### config.mk
export PLATFORM = sky130hd
export DESIGN_NAME = hiwal_ctrl
export DESIGN_NICKNAME = d
export VERILOG_FILES = /design/src/design/hiwal_pkg.sv /design/src/design/hiwal_ctrl.sv
export SDC_FILE = /design/constraint.sdc
export NUM_CORES = 1
export LEC_CHECK = 0
export BUFFER_PORTS_ARGS = -buffer_cell sky130_fd_sc_hd__buf_2
export CAP_MARGIN = 20
export CORE_AREA = 5 5 42 44
export CTS_BUF_LIST = sky130_fd_sc_hd__clkbuf_4
export CTS_CLUSTER_DIAMETER = 80
export DETAILED_ROUTE_END_ITERATION = 16
export DIE_AREA = 0 0 47 49
export PLACE_DENSITY = 0.51
export SYNTH_ARGS = -nofsm -noshare
export SYNTH_HDL_FRONTEND = slang
export SYNTH_SLANG_ARGS = --single-unit
### constraint.sdc
create_clock -name clk -period 2.4 [get_ports clk]
set_clock_uncertainty 0.15 [all_clocks]
set_input_delay 0.48 -clock clk [delete_from_list [all_inputs] [get_ports clk]]
set_output_delay 0.48 -clock clk [all_outputs]
set_load 0.02 [all_outputs]
### src/design/hiwal_pkg.sv
// Shared constants, slot word layout and controller/datapath handshake structs.
package hiwal_pkg;

    localparam int KEY_W    = 64;
    localparam int OFF_W    = 32;
    localparam int LEN_W    = 13;
    localparam int STATUS_W = 3;

    localparam logic CMD_INSERT = 1'b0;
    localparam logic CMD_LOOKUP = 1'b1;

    localparam logic [STATUS_W-1:0] ST_OK         = 3'd0;
    localparam logic [STATUS_W-1:0] ST_NOT_FOUND  = 3'd1;
    localparam logic [STATUS_W-1:0] ST_BAD_LENGTH = 3'd2;
    localparam logic [STATUS_W-1:0] ST_TABLE_FULL = 3'd3;
    localparam logic [STATUS_W-1:0] ST_LOG_FULL   = 3'd4;

    // Every record in the log carries a fixed header ahead of its payload.
    localparam int HEADER_BYTES = 12;

    // Home slot reduction consumes this many fingerprint bits per cycle.
    localparam int MOD_DIGIT_W = 8;
    localparam int MOD_STEPS   = KEY_W / MOD_DIGIT_W;

    typedef struct packed {
        logic [KEY_W-1:0] key;
        logic [OFF_W-1:0] offset;
        logic [LEN_W-1:0] length;
    } slot_t;

    typedef struct packed {
        logic accept;
        logic clear;
        logic check;
        logic mod_step;
        logic probe_start;
        logic probe_step;
        logic load_out;
    } dp_cmd_t;

    typedef struct packed {
        logic clear_last;
        logic early_done;
        logic skip_mod;
        logic mod_last;
        logic probe_done;
        logic out_free;
    } dp_stat_t;

endpackage

### src/design/hiwal_ctrl.sv
// Sequencer for clear pass, admission checks, home slot reduction and probing.
module hiwal_ctrl (
    input  logic                clk,
    input  logic                rst_n,
    input  logic                req_valid,
    output logic                req_ready,
    input  hiwal_pkg::dp_stat_t stat,
    output hiwal_pkg::dp_cmd_t  cmd
);
    import hiwal_pkg::*;

    typedef enum logic [2:0] {
        S_CLEAR,
        S_IDLE,
        S_CHECK,
        S_MOD,
        S_START,
        S_PROBE,
        S_RESP
    } state_t;

    state_t state_reg;
    state_t state_next;
    logic   req_ready_reg;

    always_comb
    begin
        cmd        = '0;
        state_next = state_reg;
        unique case (state_reg)
            S_CLEAR:
            begin
                cmd.clear = 1'b1;
                if (stat.clear_last)
                    state_next = S_IDLE;
            end
            S_IDLE:
            begin
                if (req_valid && req_ready_reg)
                begin
                    cmd.accept = 1'b1;
                    state_next = S_CHECK;
                end
            end
            S_CHECK:
            begin
                cmd.check = 1'b1;
                if (stat.early_done)
                    state_next = S_RESP;
                else if (stat.skip_mod)
                    state_next = S_START;
                else
                    state_next = S_MOD;
            end
            S_MOD:
            begin
                cmd.mod_step = 1'b1;
                if (stat.mod_last)
                    state_next = S_START;
            end
            S_START:
            begin
                cmd.probe_start = 1'b1;
                state_next      = S_PROBE;
            end
            S_PROBE:
            begin
                cmd.probe_step = 1'b1;
                if (stat.probe_done)
                    state_next = S_RESP;
            end
            S_RESP:
            begin
                // hold the result until the output register can take it
                if (stat.out_free)
                begin
                    cmd.load_out = 1'b1;
                    state_next   = S_IDLE;
                end
            end
            default:
            begin
                state_next = S_IDLE;
            end
        endcase
    end

    always_ff @(posedge clk or negedge rst_n)
    begin
        if (!rst_n)
        begin
            state_reg     <= S_CLEAR;
            req_ready_reg <= 1'b0;
        end
        else
        begin
            state_reg     <= state_next;
            req_ready_reg <= (state_next == S_IDLE);
        end
    end

    assign req_ready = req_ready_reg;

endmodule

# Word-level counts from Yosys, hierarchy flattened
# Index checks and enable logic that the tools add are counted.
[word_totals] regBits=4 latchBits=0 ram_bits=0 rom_bits=0 in_bits=9 out_inout_bits=8 word_cells=28 memories=0
[classes] add_sub_neg=0 mul=0 div_mod_pow=0 magnitude_cmp=0 n_eq_ne=7 shifts=0 n_mux=17 n_bitwise=0 reduce_logical=2
[op_table] op="two-way mux 3 bit" count=7
[op_table] op="case mux 3 bit (7 select lines)" count=1
[op_table] op="equality test 3 bit (second input constant)" count=3
[op_table] op="two-way mux 1 bit" count=9
[op_table] op="equality test 3 x 1 -> 1 bit (second input constant)" count=2
[op_table] op="equality test 3 x 2 -> 1 bit (second input constant)" count=2
[op_table] op="zero test 3 bit" count=1
[op_table] op="logical AND 1 bit" count=1

# Longest topological paths before layout
# Gate-level depths: netlist of the first run.
[depth] ltp_word=4 ltp_mapped=5 ltp_nobuf=4

# Worst setup path after synthesis of the first run
# No wires, ideal clock.
[synth_path] path_kind="flip-flop to output port" startpoint="register state_reg[0]" endpoint="output port cmd[0] in the netlist's numbering" arrival_ns=1.045 required_time_ns=1.770 slack_ns=0.725 stages_incl_launch_ff=3 path_buffers=1 path_cell_list="dfrtp_1 buf_6 nor3_1"
[synth_rtl] element="from (decl)" line="hiwal_ctrl.sv:22" text="state_t state_reg;"
[synth_rtl] element="from (signal assigned)" line="hiwal_ctrl.sv:97" text="state_reg <= state_next;"
[synth_rtl] element="to (decl)" line="hiwal_ctrl.sv:8" text="output hiwal_pkg::dp_cmd_t cmd"

==> results.md, run 1 <==
Synth:
- After synthesis, the most frequently instantiated cells are sky130_fd_sc_hd__nor2_1 (7), sky130_fd_sc_hd__nand2_1 (6), sky130_fd_sc_hd__dfrtp_1 (4).
- In this run the cell area of the synthesized design comes to ~350 µm².
- In the post-synthesis netlist, the biggest area contributors are sky130_fd_sc_hd__dfrtp_1 (29%), sky130_fd_sc_hd__nor2_1 (7.6%), sky130_fd_sc_hd__nor3b_2 (7.2%).
- The total nets after synthesis is a little over 50.
- Of all flip-flops after synthesis, the portion carrying an async set or reset was 1.00.
- The sequential element share of the synthesized area is 0.288.
- The most used standard cell by instance count after synthesis is sky130_fd_sc_hd__nor2_1.
- The number of synthesized flops with an enable pin is 0.
- The mean instance size in the synthesized netlist is a little over 8 µm².
- The largest area contributor in the netlist is sky130_fd_sc_hd__dfrtp_1.
- After synthesis, the netlist uses 20 different library cells.
- The leading register cell type out of synthesis is sky130_fd_sc_hd__dfrtp_1.
- The synthesized design contains 4 register bits.
- Synthesis produced 42 cells.
- The area share of the largest cell type after synthesis is 0.288.
- The count of synthesis-stage warnings from yosys is 0.

Setup path:
- The terminus of the critical flop-to-flop path is req_ready.
- The endpoint class of the critical path is an output port.
- Across all register-to-register paths, the minimum setup slack is ~0.85 ns.
- The type of origin of the critical path is a flip-flop.
- In this run the critical register-to-register path is launched from state_reg[0].
- The critical path in this run is classified as flip-flop to output port.
- The critical path data arrival time is 1.21 ns.
- For the worst flop-to-flop path, the logic depth is 4.
- The largest fanout of any net on the critical path is 12.
- The endpoint required time on the critical path is about 1.8 ns.

Global route:
- The initial antenna violation count is 0.
- The global-route congestion overflow total is 0.
- The first-pass GRT wire length is ~1.3 mm.
- In the global route stage, overall resource usage came out at 0.0792.
- The pin count of the biggest net entering global routing is 14.
- The via count of the first global-routing pass came to ~320.

Power and ir drop:
- The analysis attributes to cell leakage a power of about 0.24 nW.
- The power density over the cells is between 1000 and 1500 nW/µm².
- The worst-case IR drop observed on VDD is ~430 µV.

Placement:
- The count of input and output buffers is 16.
- Once detailed placement completed, the half-perimeter wirelength came to approximately 680 µm.
- Routability-driven placement finished with a final weighted congestion of about 0.75.

Routing:
- The DRC marker count from the first detailed-route iteration is 1.
- The mean number of vias per cell is 4.47.
- The detailed-route via count is between 300 and 400.
- The number of DRC violations after detailed routing is 0.
- The average wire per cell in the routed design is roughly 11 µm.
- The total iterations of the first detailed-routing run is 2.
- Wires add up to just over 800 µm.
- The number of nets still failing antenna checks after routing is 0.

Timing:
- The worst hold slack is roughly 0.43 ns.
- The final period demand of the worst path is 1.84 ns.
- The max-slew violation count is 0.
- Setup violations remaining at the end of the flow were counted as 0.
- Setup repair after global routing left no endpoint under its margin.
- The relative slew slack is 0.746.
- The accumulated negative setup slack is 0 ns.
- For this run, the top clock speed supported by timing is 544 MHz.
- The part of the cycle the worst path needs is 0.766.
- The transition time at the pin with the least slew margin is around 0.38 ns.
- The count of endpoints failing hold in the final timing report came to 0.

Floorplan:
- The die is about 49 µm tall.
- The floorplan die width is roughly 47 µm.
- Row generation in the floorplan step produced 14 rows.
- The die covers ~2300 µm².
- In this run the count of I/O pins placed on the die edge is 17.
- For this configuration, the core starts out at a cell density of 0.248.
- The core footprint is approximately 1400 µm².

Clocking:
- For the worst-skew pair, the clock arrives at the later sink with an insertion delay of between 0.2 and 0.25 ns.
- Buffers inserted during clock tree synthesis total 3.
- The total number of H-tree levels is 1.
- The number of buffers inserted to repair setup after CTS is 0.
- The CTS clock-pin slew for the worst setup and hold paths is around 0.040 ns.
- TritonCTS built the clock tree.
- The clock passes through at most 2 buffers.
- The root buffer cell chosen for the clock tree is sky130_fd_sc_hd__clkbuf_4.
- Gates resized during post-CTS repair numbered 0.
- The clock sink count is 4.

Flow run:
- The tool flagged a number of max-cap violations equal to 0.

Finish:
- The count of fill cells added during filler insertion is 171.
- The register with the most flip-flops in the layout has 3 of them.
- The number of antenna diodes is 0.
- Compared with the post-synthesis result, the final layout area differs by 29.5%.
- For this run, the post-layout net count is 70.
- In the final layout, the share of cells above drive strength 1 is 0.373.

Outcome:
- The flow ran to the end, and the final reports show no timing, DRC or antenna violations.

Min path:
- The path class of the tightest hold or removal check is primary input to async pin.
## layer usage
metal	track usage	wire length (µm)	up-vias
met5	0	0	-
met4	0.0553	0	0
met3	0.0111	51	0
met2	0.111	429	7
met1	0.107	329	146
li1	-	-	182
## worst max-delay path by stage
stage	slack [ns]	to	depth (start not counted)	startpoint
detailed placement	0.80	cmd[3]	3	state_reg[2]
floorplan	0.73	cmd[0]	2	state_reg[0]
CTS	0.55	cmd[2]	3	state_reg[2]
global placement	0.79	cmd[6]	3	state_reg[0]
finish	0.56	cmd[6]	3	state_reg[2]
global route	0.44	cmd[1]	3	state_reg[0]
## cells in the final DEF (no fill, tap or decap)
master	count
sky130_fd_sc_hd__a2bb2oi_1	1
sky130_fd_sc_hd__a32oi_1	1
sky130_fd_sc_hd__a21bo_1	1
sky130_fd_sc_hd__nor3b_1	1
sky130_fd_sc_hd__inv_1	3
sky130_fd_sc_hd__nor2_1	7
sky130_fd_sc_hd__o21ai_0	2
sky130_fd_sc_hd__dfrtp_1	4
sky130_fd_sc_hd__dlygate4sd3_1	1
sky130_fd_sc_hd__a311oi_1	1
sky130_fd_sc_hd__o221ai_1	1
sky130_fd_sc_hd__nand2b_1	2
sky130_fd_sc_hd__a211o_1	1
sky130_fd_sc_hd__a211oi_1	1
sky130_fd_sc_hd__nand2_1	6
sky130_fd_sc_hd__nor2b_1	1
sky130_fd_sc_hd__nor3b_2	2
sky130_fd_sc_hd__clkbuf_4	3
sky130_fd_sc_hd__buf_2	16
sky130_fd_sc_hd__nand3b_4	1
sky130_fd_sc_hd__nor3_1	3
## worst max-delay path, cell delays in order (launching register included)
cell,delay [ns]
sky130_fd_sc_hd__dfrtp_1,0.48
sky130_fd_sc_hd__nand2b_1,0.22
sky130_fd_sc_hd__nor2_1,0.11
sky130_fd_sc_hd__buf_2,0.16
## where the power goes
group	internal, mW	switching (mW)	leakage (nW)	total, mW
Combinational	0.130	0.159	0.177	0.289
Sequential	0.0982	0.0739	0.0495	0.172
Clock	0.0557	0.0241	0.0138	0.0798
## per-stage QoR
step | power, mW | worst slack [ns] | instance area (µm²) | utilization | cells
floorplan | 0.417 | 0.725 | 348 | - | 42
global placement | 0.469 | 0.787 | 418 | 0.298 | 71
detailed placement | 0.465 | 0.801 | 418 | 0.298 | 71
CTS | 0.554 | 0.547 | 450 | 0.321 | 75
global route | 0.592 | 0.444 | 450 | 0.321 | 75
finish | 0.541 | 0.562 | 450 | 0.321 | 75
## logic make-up after synthesis
kind of cell,synth area share
and+or+nand+nor,0.388
AOI/OAI and AO/OA,0.205
buffers and inverters,0.119
DFF,0.288
## area by class of cell
type / count / area, µm² / area share
inverters: 3 / 11.3 / 0.0250
repair buffers: 17 / 90.1 / 0.200
clock buffers: 3 / 22.5 / 0.0500
well taps: 16 / 20.0 / 0.0444
flip-flops and latches: 4 / 100 / 0.222
multi-input cells: 32 / 206 / 0.458
## timing repair
action | 4_1_cts | 5_1_grt
hold buffers | 1 | 0
setup endpoints to repair | 0 | 0
endpoints found under the hold margin | 4 | 0
No activity file was read; power rests on OpenSTA's default activity.
==> run 2: changes to the inputs <==
--- a/config.mk
+++ b/config.mk
@@ -5,6 +5,7 @@
 export SDC_FILE = /design/constraint.sdc
 export NUM_CORES = 1
 export LEC_CHECK = 0
+export ABC_AREA = 1
 export BUFFER_PORTS_ARGS = -buffer_cell sky130_fd_sc_hd__buf_2
 export CAP_MARGIN = 20
 export CORE_AREA = 5 5 42 44
@@ -12,7 +13,7 @@
 export CTS_CLUSTER_DIAMETER = 80
 export DETAILED_ROUTE_END_ITERATION = 16
 export DIE_AREA = 0 0 47 49
-export PLACE_DENSITY = 0.51
+export PLACE_DENSITY = 0.53
 export SYNTH_ARGS = -nofsm -noshare
 export SYNTH_HDL_FRONTEND = slang
 export SYNTH_SLANG_ARGS = --single-unit
==> constraint.sdc (replaced) <==
create_clock -name clk -period 1.9 [get_ports clk]
set_clock_uncertainty 0.15 [all_clocks]
set_input_delay 0.38 -clock clk [delete_from_list [all_inputs] [get_ports clk]]
set_output_delay 0.38 -clock clk [all_outputs]
set_load 0.02 [all_outputs]
==> run 2 against run 1 <==
  * Synthesized cell count up 43%
  * Sequential share of layout area down 1.0 points
  * Design area up 6.1%
  * Utilization increased by 2.0 points
  * Hold slack got worse by 0.15 ns
  * Die area stayed put
  * Critical path depth is 2 higher
  * First-iteration DRC count increased to 3.0 times the previous value
  * Area after synthesis up 6.1%
==> results.md, run 2 <==
Outcome:
- Outcome: finished clean (unchanged).

Power and ir drop:
- The proportion of power drawn by the clock network is 0.146 (was 0.148).
- The net switching power is 0.355 mW (was 0.257 mW).
- The combinational share of power was 0.581 (was 0.534).
- The design internal power was 0.340 mW (was 0.284 mW).
- The cell leakage power is 0.316 nW (was 0.240 nW).
- The power density over the cells is 1450 nW/µm² (was 1200 nW/µm²).
- The switching share of power is 0.511 (was 0.475).
- The largest vdd supply drop is 574 µV (was 425 µV).
- The fraction of power consumed by sequential logic is 0.273 (was 0.318).

Setup path:
- The endpoint class of the critical path is an output port (unchanged).
- The endpoint required time on the critical path is 1.37 ns (was 1.77 ns).
- The slack of the worst reg-to-reg path is 0.54 ns (was 0.85 ns).
- The critical path startpoint was state_reg[1] (was state_reg[2]).
- The number of cells on the worst reg-to-reg path is 8 (was 4).
- The cell type of the slowest stage on the worst timing path was sky130_fd_sc_hd__dfrtp_1 (unchanged).
- The kind of critical path is flip-flop to output port (unchanged).
- The number of buffers and inverters on the critical path is 2 (was 1).
- The source of the worst register-to-register timing path is state_reg[1] (was state_reg[0]).
- The cell occurring most often along the worst timing path is sky130_fd_sc_hd__nand2_1.
- The family with the most delay on the worst path is flip-flops (unchanged).
- The terminus of the critical flop-to-flop path is req_ready (unchanged).
- The critical path data arrival time is 1.21 ns (about the same).
- The largest fanout of any net on the critical path was 9 (was 12).
- The type of origin of the critical path is a flip-flop (unchanged).
- Critical path, cell by cell: nand2_1 > nor2_2 > nand2_1 > inv_1 > buf_2 (was nand2b_1 > nor2_1 > buf_2).
- The path length in cells of the critical path was 5 (was 3).
- The capturing instance or port of the critical path was cmd[0] (was cmd[6]).
- The maximum single-stage delay on the critical path was 0.49 ns (was 0.48 ns).

Floorplan:
- The cell row count is 14 (unchanged).
- The top-level port count was 17 (unchanged).
- The floorplan die width is 47 µm (unchanged).
- The core footprint was 1400 µm² (unchanged).
- The vertical extent of the die is 49 µm (unchanged).
- The initial core utilization is 0.263 (was 0.248).
- The full die area was 2300 µm² (unchanged).

Clocking:
- The clock sink count is 4 (unchanged).
- The total number of H-tree levels is 1 (unchanged).
- The number of buffers inserted to repair setup after CTS came to 0 (unchanged).
- The TritonCTS clock tree is yes (unchanged).
- The clock latency on the worst-skew pair is 0.23 ns (about the same).
- The CTS clock-pin slew for the worst setup and hold paths was 0.03 ns (was 0.04 ns).
- The number of buffers on the longest clock path is 2 (unchanged).
- The number of buffers added by the clock tree synthesis step is 3 (unchanged).
- The clock tree root driver cell is sky130_fd_sc_hd__clkbuf_4 (unchanged).

Synth:
- The area share of the largest cell type after synthesis came to 0.271 (was 0.288).
- The number of different library cells in the post-synthesis netlist is 14 (was 20).
- The leading register cell type out of synthesis is sky130_fd_sc_hd__dfrtp_1 (unchanged).
- The synthesis-stage register bit count is 4 (unchanged).
- The number of synthesized flops with an enable pin is 0 (unchanged).
- The post-synthesis async set-or-reset flop share is 1.00 (unchanged).
- The total nets after synthesis is 69 (was 51).
- The most used standard cell by instance count after synthesis was sky130_fd_sc_hd__nand2_1 (was sky130_fd_sc_hd__nor2_1).
- Synth area leaders: sky130_fd_sc_hd__dfrtp_1 (27%), sky130_fd_sc_hd__nand2_1 (18%), sky130_fd_sc_hd__inv_1 (9.2%) (was sky130_fd_sc_hd__dfrtp_1 (29%), sky130_fd_sc_hd__nor2_1 (7.6%), sky130_fd_sc_hd__nor3b_2 (7.2%)).
- The area of the mapped netlist is 369 µm² (was 348 µm²).
- The mean instance size in the synthesized netlist is 6.15 µm² (was 8.28 µm²).
- The largest area contributor in the netlist is sky130_fd_sc_hd__dfrtp_1 (unchanged).
- List of most frequent post-synthesis cells: sky130_fd_sc_hd__nand2_1 (18), sky130_fd_sc_hd__inv_1 (9), sky130_fd_sc_hd__nor2_1 (8) (was sky130_fd_sc_hd__nor2_1 (7), sky130_fd_sc_hd__nand2_1 (6), sky130_fd_sc_hd__dfrtp_1 (4)).
- The count of synthesis-stage warnings from yosys was 0 (unchanged).
- The sequential element share of the synthesized area was 0.271 (was 0.288).
- The number of instances in the synthesized netlist is 60 (was 42).

Routing:
- The total length of routed wires is 788 µm (was 811 µm).
- The total iterations of the first detailed-routing run is 4 (was 2).
- The DRC marker count from the first detailed-route iteration is 3 (was 1).
- The average wire per cell in the routed design is 8.38 µm (was 10.8 µm).
- The detailed-route via count came to 384 (was 335).
- The number of nets still failing antenna checks after routing is 0 (unchanged).
- The number of DRC violations after detailed routing was 0 (unchanged).
- The mean number of vias per cell is 4.09 (was 4.47).

Timing:
- The worst hold slack came to 0.286 ns (was 0.434 ns).
- The count of endpoints failing hold in the final timing report is 0 (unchanged).
- The max-slew violation count is 0 (unchanged).
- The part of the cycle the worst path needs is 0.914.
- RSZ-0062 raised after global routing: no (unchanged).
- Derived from the worst setup path, the maximum achievable clock frequency is 576 MHz.
- The relative slew slack is 0.813 (was 0.746).
- The accumulated negative setup slack came to 0 ns (unchanged).
- The transition time at the pin with the least slew margin was 0.281 ns (was 0.381 ns).
- The final period demand of the worst path is 1.74 ns.
- The setup slack of the critical path after layout came to 0.163 ns (was 0.562 ns).
- The number of endpoints failing setup at the final stage is 0 (unchanged).

Placement:
- The count of input and output buffers was 16 (unchanged).
- The final estimated routing congestion in global placement is 0.801 (was 0.753).
- The estimated wirelength of the detail-placed design is 682 µm (was 678 µm).
- The pre-CTS worst setup slack is 0.372 ns (was 0.801 ns).

Flow run:
- The number of maximum-capacitance violations was 0 (unchanged).

Global route:
- The first-pass GRT wire length is 1.41 mm (was 1.33 mm).
- The via count of the first global-routing pass is 381 (was 321).
- The initial antenna violation count is 0 (unchanged).
- The overall global routing resource usage is 0.0826 (was 0.0792).
- The global-route congestion overflow total was 0 (unchanged).
- The pin count of the biggest net entering global routing is 10 (was 14).

Finish:
- The most common library cell in the layout ignoring fill and taps is sky130_fd_sc_hd__nand2_1 (was sky130_fd_sc_hd__buf_2).
- The flip-flop count of the largest register, all copies and words added is 3 (unchanged).
- The layout cell share with drive strength beyond 1 was 0.410 (was 0.373).
- The post-layout net count is 89 (was 70).
- Most frequent cells in the layout: sky130_fd_sc_hd__nand2_1 (18), sky130_fd_sc_hd__buf_2 (16), sky130_fd_sc_hd__inv_1 (9) (was sky130_fd_sc_hd__buf_2 (16), sky130_fd_sc_hd__nor2_1 (7), sky130_fd_sc_hd__nand2_1 (6)).
- The area overhead of the layout relative to synthesis is 29.5% (about the same).
- The count of fill cells added during filler insertion is 169 (was 171).
- The number of antenna diodes is 0 (unchanged).

Min path:
- The worst hold path was traced through 3 stages.
- The class of the most critical hold timing path is primary input to flip-flop (was primary input to async pin).
run 2: per-layer routing:
layer,up-vias,track usage,part of all wire
li1,212,-,-
met5,-,0,0
met1,161,0.104,0.43
met3,0,0.0332,0.076
met2,11,0.124,0.49
met4,0,0.0276,0
run 2: through the flow:
stage,util,instance area [µm²],cells,power [mW]
2_1_floorplan,-,369,60,0.528
3_3_place_gp,0.317,444,90,0.593
3_5_place_dp,0.317,444,90,0.597
4_1_cts,0.340,477,94,0.707
5_1_grt,0.341,478,94,0.779
6_report,0.341,478,94,0.695
run 2: cell type report:
type | instances | area, µm² | area share
flip-flops and latches | 4 | 101 | 0.212
multi-input cells | 43 | 203 | 0.424
clock buffers | 3 | 22.5 | 0.0471
inverters | 11 | 41.3 | 0.0864
repair buffers | 17 | 90.1 | 0.188
well taps | 16 | 20.0 | 0.0419
run 2: timing repair:
item	4_1_cts	5_1_grt
hold endpoints to repair	4	0
gates resized for setup	0	1
hold buffers	1	0
setup endpoints to repair	0	1
run 2: cells by family (layout without fill, tap and decap cells):
family                 after synthesis  in the layout  share of synthesized area
AO/OA/AOI/OAI                        1              1                     0.0135
flip-flops                           4              4                      0.271
AND/OR/NAND/NOR                     42             42                      0.536
buffers and inverters               13             31                      0.180
run 2: worst min-delay path by stage:
stage          startpoint            to  slack, ns
2_1_floorplan       rst_n     req_ready      -0.07
3_3_place_gp        rst_n  state_reg[2]       0.04
3_5_place_dp        rst_n  state_reg[2]       0.04
4_1_cts           stat[1]  state_reg[1]       0.29
5_1_grt           stat[1]  state_reg[1]       0.30
6_report          stat[1]  state_reg[1]       0.29
run 2: worst register-to-register path, stage by stage, from the launching register on:
cell and delay, ns:
sky130_fd_sc_hd__dfrtp_1 0.46, sky130_fd_sc_hd__nand2_1 0.14, sky130_fd_sc_hd__inv_1 0.04, sky130_fd_sc_hd__nand2_1 0.07, sky130_fd_sc_hd__nand3_1 0.07, sky130_fd_sc_hd__nor2_1 0.14, sky130_fd_sc_hd__nand2_2 0.07, sky130_fd_sc_hd__nand2_1 0.08
sky130_fd_sc_hd__nor2_2 0.03
run 2: power by group through the flow:
stage / clock (mW) / combinational [mW] / sequential, mW
final: 0.101 / 0.404 / 0.190
after global routing: 0.116 / 0.461 / 0.202
after floorplan: 0 / 0.364 / 0.163
after detailed placement: 0 / 0.408 / 0.189
after CTS: 0.107 / 0.412 / 0.188
after global placement: 0 / 0.405 / 0.188
==> run 3: changes to the inputs <==
==> constraint.sdc (replaced) <==
create_clock -name clk -period 2.2 [get_ports clk]
set_clock_uncertainty 0.15 [all_clocks]
set_input_delay 0.44 -clock clk [delete_from_list [all_inputs] [get_ports clk]]
set_output_delay 0.44 -clock clk [all_outputs]
set_load 0.02 [all_outputs]
==> run 3 against run 2 <==
  * Global-route usage stayed put
  * Flip-flop and latch count stayed put
  * Sequential power is 15% lower
  * Non-clock buffer count stayed put
  * Wire length stayed put
  * Design area is 0.26% lower
  * Sequential share of layout area is 0.21 points lower
  * Hold slack better by 0.060 ns
  * Highest routed layer unchanged
==> results.md, run 3 (same netlist as run 2, synthesis figures left out) <==
Outcome:
- Outcome: finished clean (unchanged).

Finish:
- The area overhead of the layout relative to synthesis is 29.2% (was 29.5%).
- The number of antenna diodes is 0 (unchanged).
- The layout cell share with drive strength beyond 1 is 0.397 (was 0.410).
- The final design area excluding fillers came to 477 µm² (was 478 µm²).
- The most common library cell in the layout ignoring fill and taps is sky130_fd_sc_hd__nand2_1 (unchanged).
- The post-layout net count is 89 (unchanged).
- The post-route non-filler standard cell count was 94 (unchanged).
- Most frequent cells in the layout: sky130_fd_sc_hd__nand2_1 (18), sky130_fd_sc_hd__buf_2 (16), sky130_fd_sc_hd__inv_1 (9) (unchanged).
- The count of fill cells added during filler insertion is 170 (was 169).
- The post-route core utilization is 0.340 (was 0.341).
- The flip-flop count of the largest register, all copies and words added is 3 (unchanged).

Setup path:
- The critical path startpoint is state_reg[0] (was state_reg[1]).
- The number of cells on the worst reg-to-reg path was 8 (unchanged).
- The terminus of the critical flop-to-flop path is req_ready (unchanged).
- The endpoint class of the critical path is an output port (unchanged).
- The maximum single-stage delay on the critical path is 0.46 ns (was 0.49 ns).
- The type of origin of the critical path is a flip-flop (unchanged).
- The cell type of the slowest stage on the worst timing path is sky130_fd_sc_hd__dfrtp_1 (unchanged).
- The capturing instance or port of the critical path was cmd[6] (was cmd[0]).
- The endpoint required time on the critical path was 1.61 ns (was 1.37 ns).
- The source of the worst register-to-register timing path is state_reg[1] (unchanged).
- The kind of critical path is flip-flop to output port (unchanged).
- The largest fanout of any net on the critical path is 8 (was 9).
- Critical path, cell by cell: inv_1 > nor2_1 > nand2_1 > nor2_2 > buf_2 (was nand2_1 > nor2_2 > nand2_1 > inv_1 > buf_2).
- The critical path data arrival time is 1.25 ns (was 1.21 ns).
- The slack of the worst reg-to-reg path is 0.84 ns (was 0.54 ns).

Routing:
- The total length of routed wires was 788 µm (unchanged).
- The DRC marker count from the first detailed-route iteration is 3 (unchanged).
- The detailed-route via count came to 384 (unchanged).
- The routed metal-1 wirelength is 340 µm (unchanged).
- The highest routed metal layer is met3 (unchanged).
- The number of DRC violations after detailed routing was 0 (unchanged).
- The total length of routed met2 wires was 387 µm (unchanged).
- The mean number of vias per cell is 4.09 (unchanged).
- The number of nets still failing antenna checks after routing was 0 (unchanged).
- The wire length on met3 is 60 µm (unchanged).
- The total iterations of the first detailed-routing run is 4 (unchanged).
- The average wire per cell in the routed design is 8.38 µm (unchanged).

Clocking:
- The clock latency on the worst-skew pair came to 0.23 ns (about the same).
- The TritonCTS clock tree is yes (unchanged).
- The number of gates resized after cts came to 0 (unchanged).
- The CTS clock-pin slew for the worst setup and hold paths is 0.04 ns (was 0.03 ns).
- The total number of H-tree levels was 1 (unchanged).
- The number of buffers inserted to repair setup after CTS came to 0 (unchanged).
- The clock sink count is 4 (unchanged).
- The clock tree root driver cell is sky130_fd_sc_hd__clkbuf_4 (unchanged).
- The number of buffers added by the clock tree synthesis step is 3 (unchanged).
- The number of buffers on the longest clock path is 2 (unchanged).

Power and ir drop:
- The power density over the cells is 1250 nW/µm² (was 1450 nW/µm²).
- The cell leakage power is 0.317 nW (was 0.316 nW).
- The sum of internal, switching and leakage power is 0.598 mW (was 0.695 mW).
- The largest vdd supply drop is 496 µV (was 574 µV).

Flow run:
- The number of maximum-capacitance violations came to 0 (unchanged).

Placement:
- The estimated wirelength of the detail-placed design was 682 µm (unchanged).
- The count of input and output buffers is 16 (unchanged).
- The final estimated routing congestion in global placement was 0.801 (unchanged).
- The pre-CTS worst setup slack is 0.612 ns (was 0.372 ns).
- The cell area after placement is 444 µm² (unchanged).
- The total placed cells including tap cells is 90 (unchanged).

Floorplan:
- The core footprint is 1400 µm² (unchanged).
- The cell row count is 14 (unchanged).
- The top-level port count is 17 (unchanged).
- The floorplan die width was 47 µm (unchanged).
- The vertical extent of the die is 49 µm (unchanged).
- The full die area is 2300 µm² (unchanged).
- The initial core utilization is 0.263 (unchanged).

Timing:
- RSZ-0062 raised after global routing: no (unchanged).
- The final period demand of the worst path is between 1.5 and 2 ns.
- The setup slack of the critical path after layout came to 0.361 ns (was 0.163 ns).
- The part of the cycle the worst path needs is 0.836.
- The transition time at the pin with the least slew margin is 0.281 ns (unchanged).
- The worst hold slack is 0.346 ns (was 0.286 ns).
- The count of endpoints failing hold in the final timing report was 0 (unchanged).
- The relative slew slack is 0.813 (unchanged).
- The max-slew violation count is 0 (unchanged).
- The accumulated negative setup slack is 0 ns (unchanged).
- The fmax is about 540 MHz.
- The number of endpoints failing setup at the final stage is 0 (unchanged).

Global route:
- The via count of the first global-routing pass is 381 (unchanged).
- The overall global routing resource usage is 0.0826 (unchanged).
- The pin count of the biggest net entering global routing came to 10 (unchanged).
- The global-route congestion overflow total is 0 (unchanged).
- The first-pass GRT wire length is 1.41 mm (unchanged).
- The initial antenna violation count is 0 (unchanged).

Min path:
- The class of the most critical hold timing path is primary input to flip-flop (unchanged).
run 3: cell counts in the layout (fill, tap and decap cells not counted):
Identical to the previous run, type by type.
run 3: area by class of cell:
cell class | count | area, µm² | area share
Inverter | 11 | 41.3 | 0.0866
Sequential cell | 4 | 100 | 0.210
Multi-Input combinational cell | 43 | 203 | 0.425
Timing Repair Buffer | 17 | 90.1 | 0.189
Clock buffer | 3 | 22.5 | 0.0472
Tap cell | 16 | 20.0 | 0.0420
run 3: worst min-delay path by stage:
| stage | startpoint | to | slack [ns] | depth (start not counted) |
|---|---|---|---|---|
| finish | stat[1] | state_reg[1] | 0.35 | 3 |
| CTS | stat[1] | state_reg[1] | 0.35 | 3 |
| detailed placement | rst_n | state_reg[2] | 0.1 | 1 |
| global route | stat[1] | state_reg[1] | 0.36 | 3 |
| global placement | rst_n | state_reg[2] | 0.1 | 1 |
| floorplan | rst_n | req_ready | -0.006 | 0 |
run 3: power breakdown:
part,switching [mW],total (mW),internal (mW)
logic,0.227,0.349,0.122
clock network,0.0268,0.0875,0.0608
registers,0.0532,0.162,0.108
run 3: repair_timing:
item	in CTS	in global routing
hold buffers	1	0
endpoints found under the setup margin	0	0
endpoints found under the hold margin	4	0
run 3: metal layers:
layer / up-vias / GRT usage
li1: 212 / -
met1: 161 / 0.104
met2: 11 / 0.124
met3: 0 / 0.0332
met4: 0 / 0.0276
met5: - / 0
run 3: worst max-delay path: cells and delay by family (launching register included):
family	cells	cell delay [ns]
flip-flops	1	0.46
AND/OR/NAND/NOR	3	0.29
buffers and inverters	2	0.27
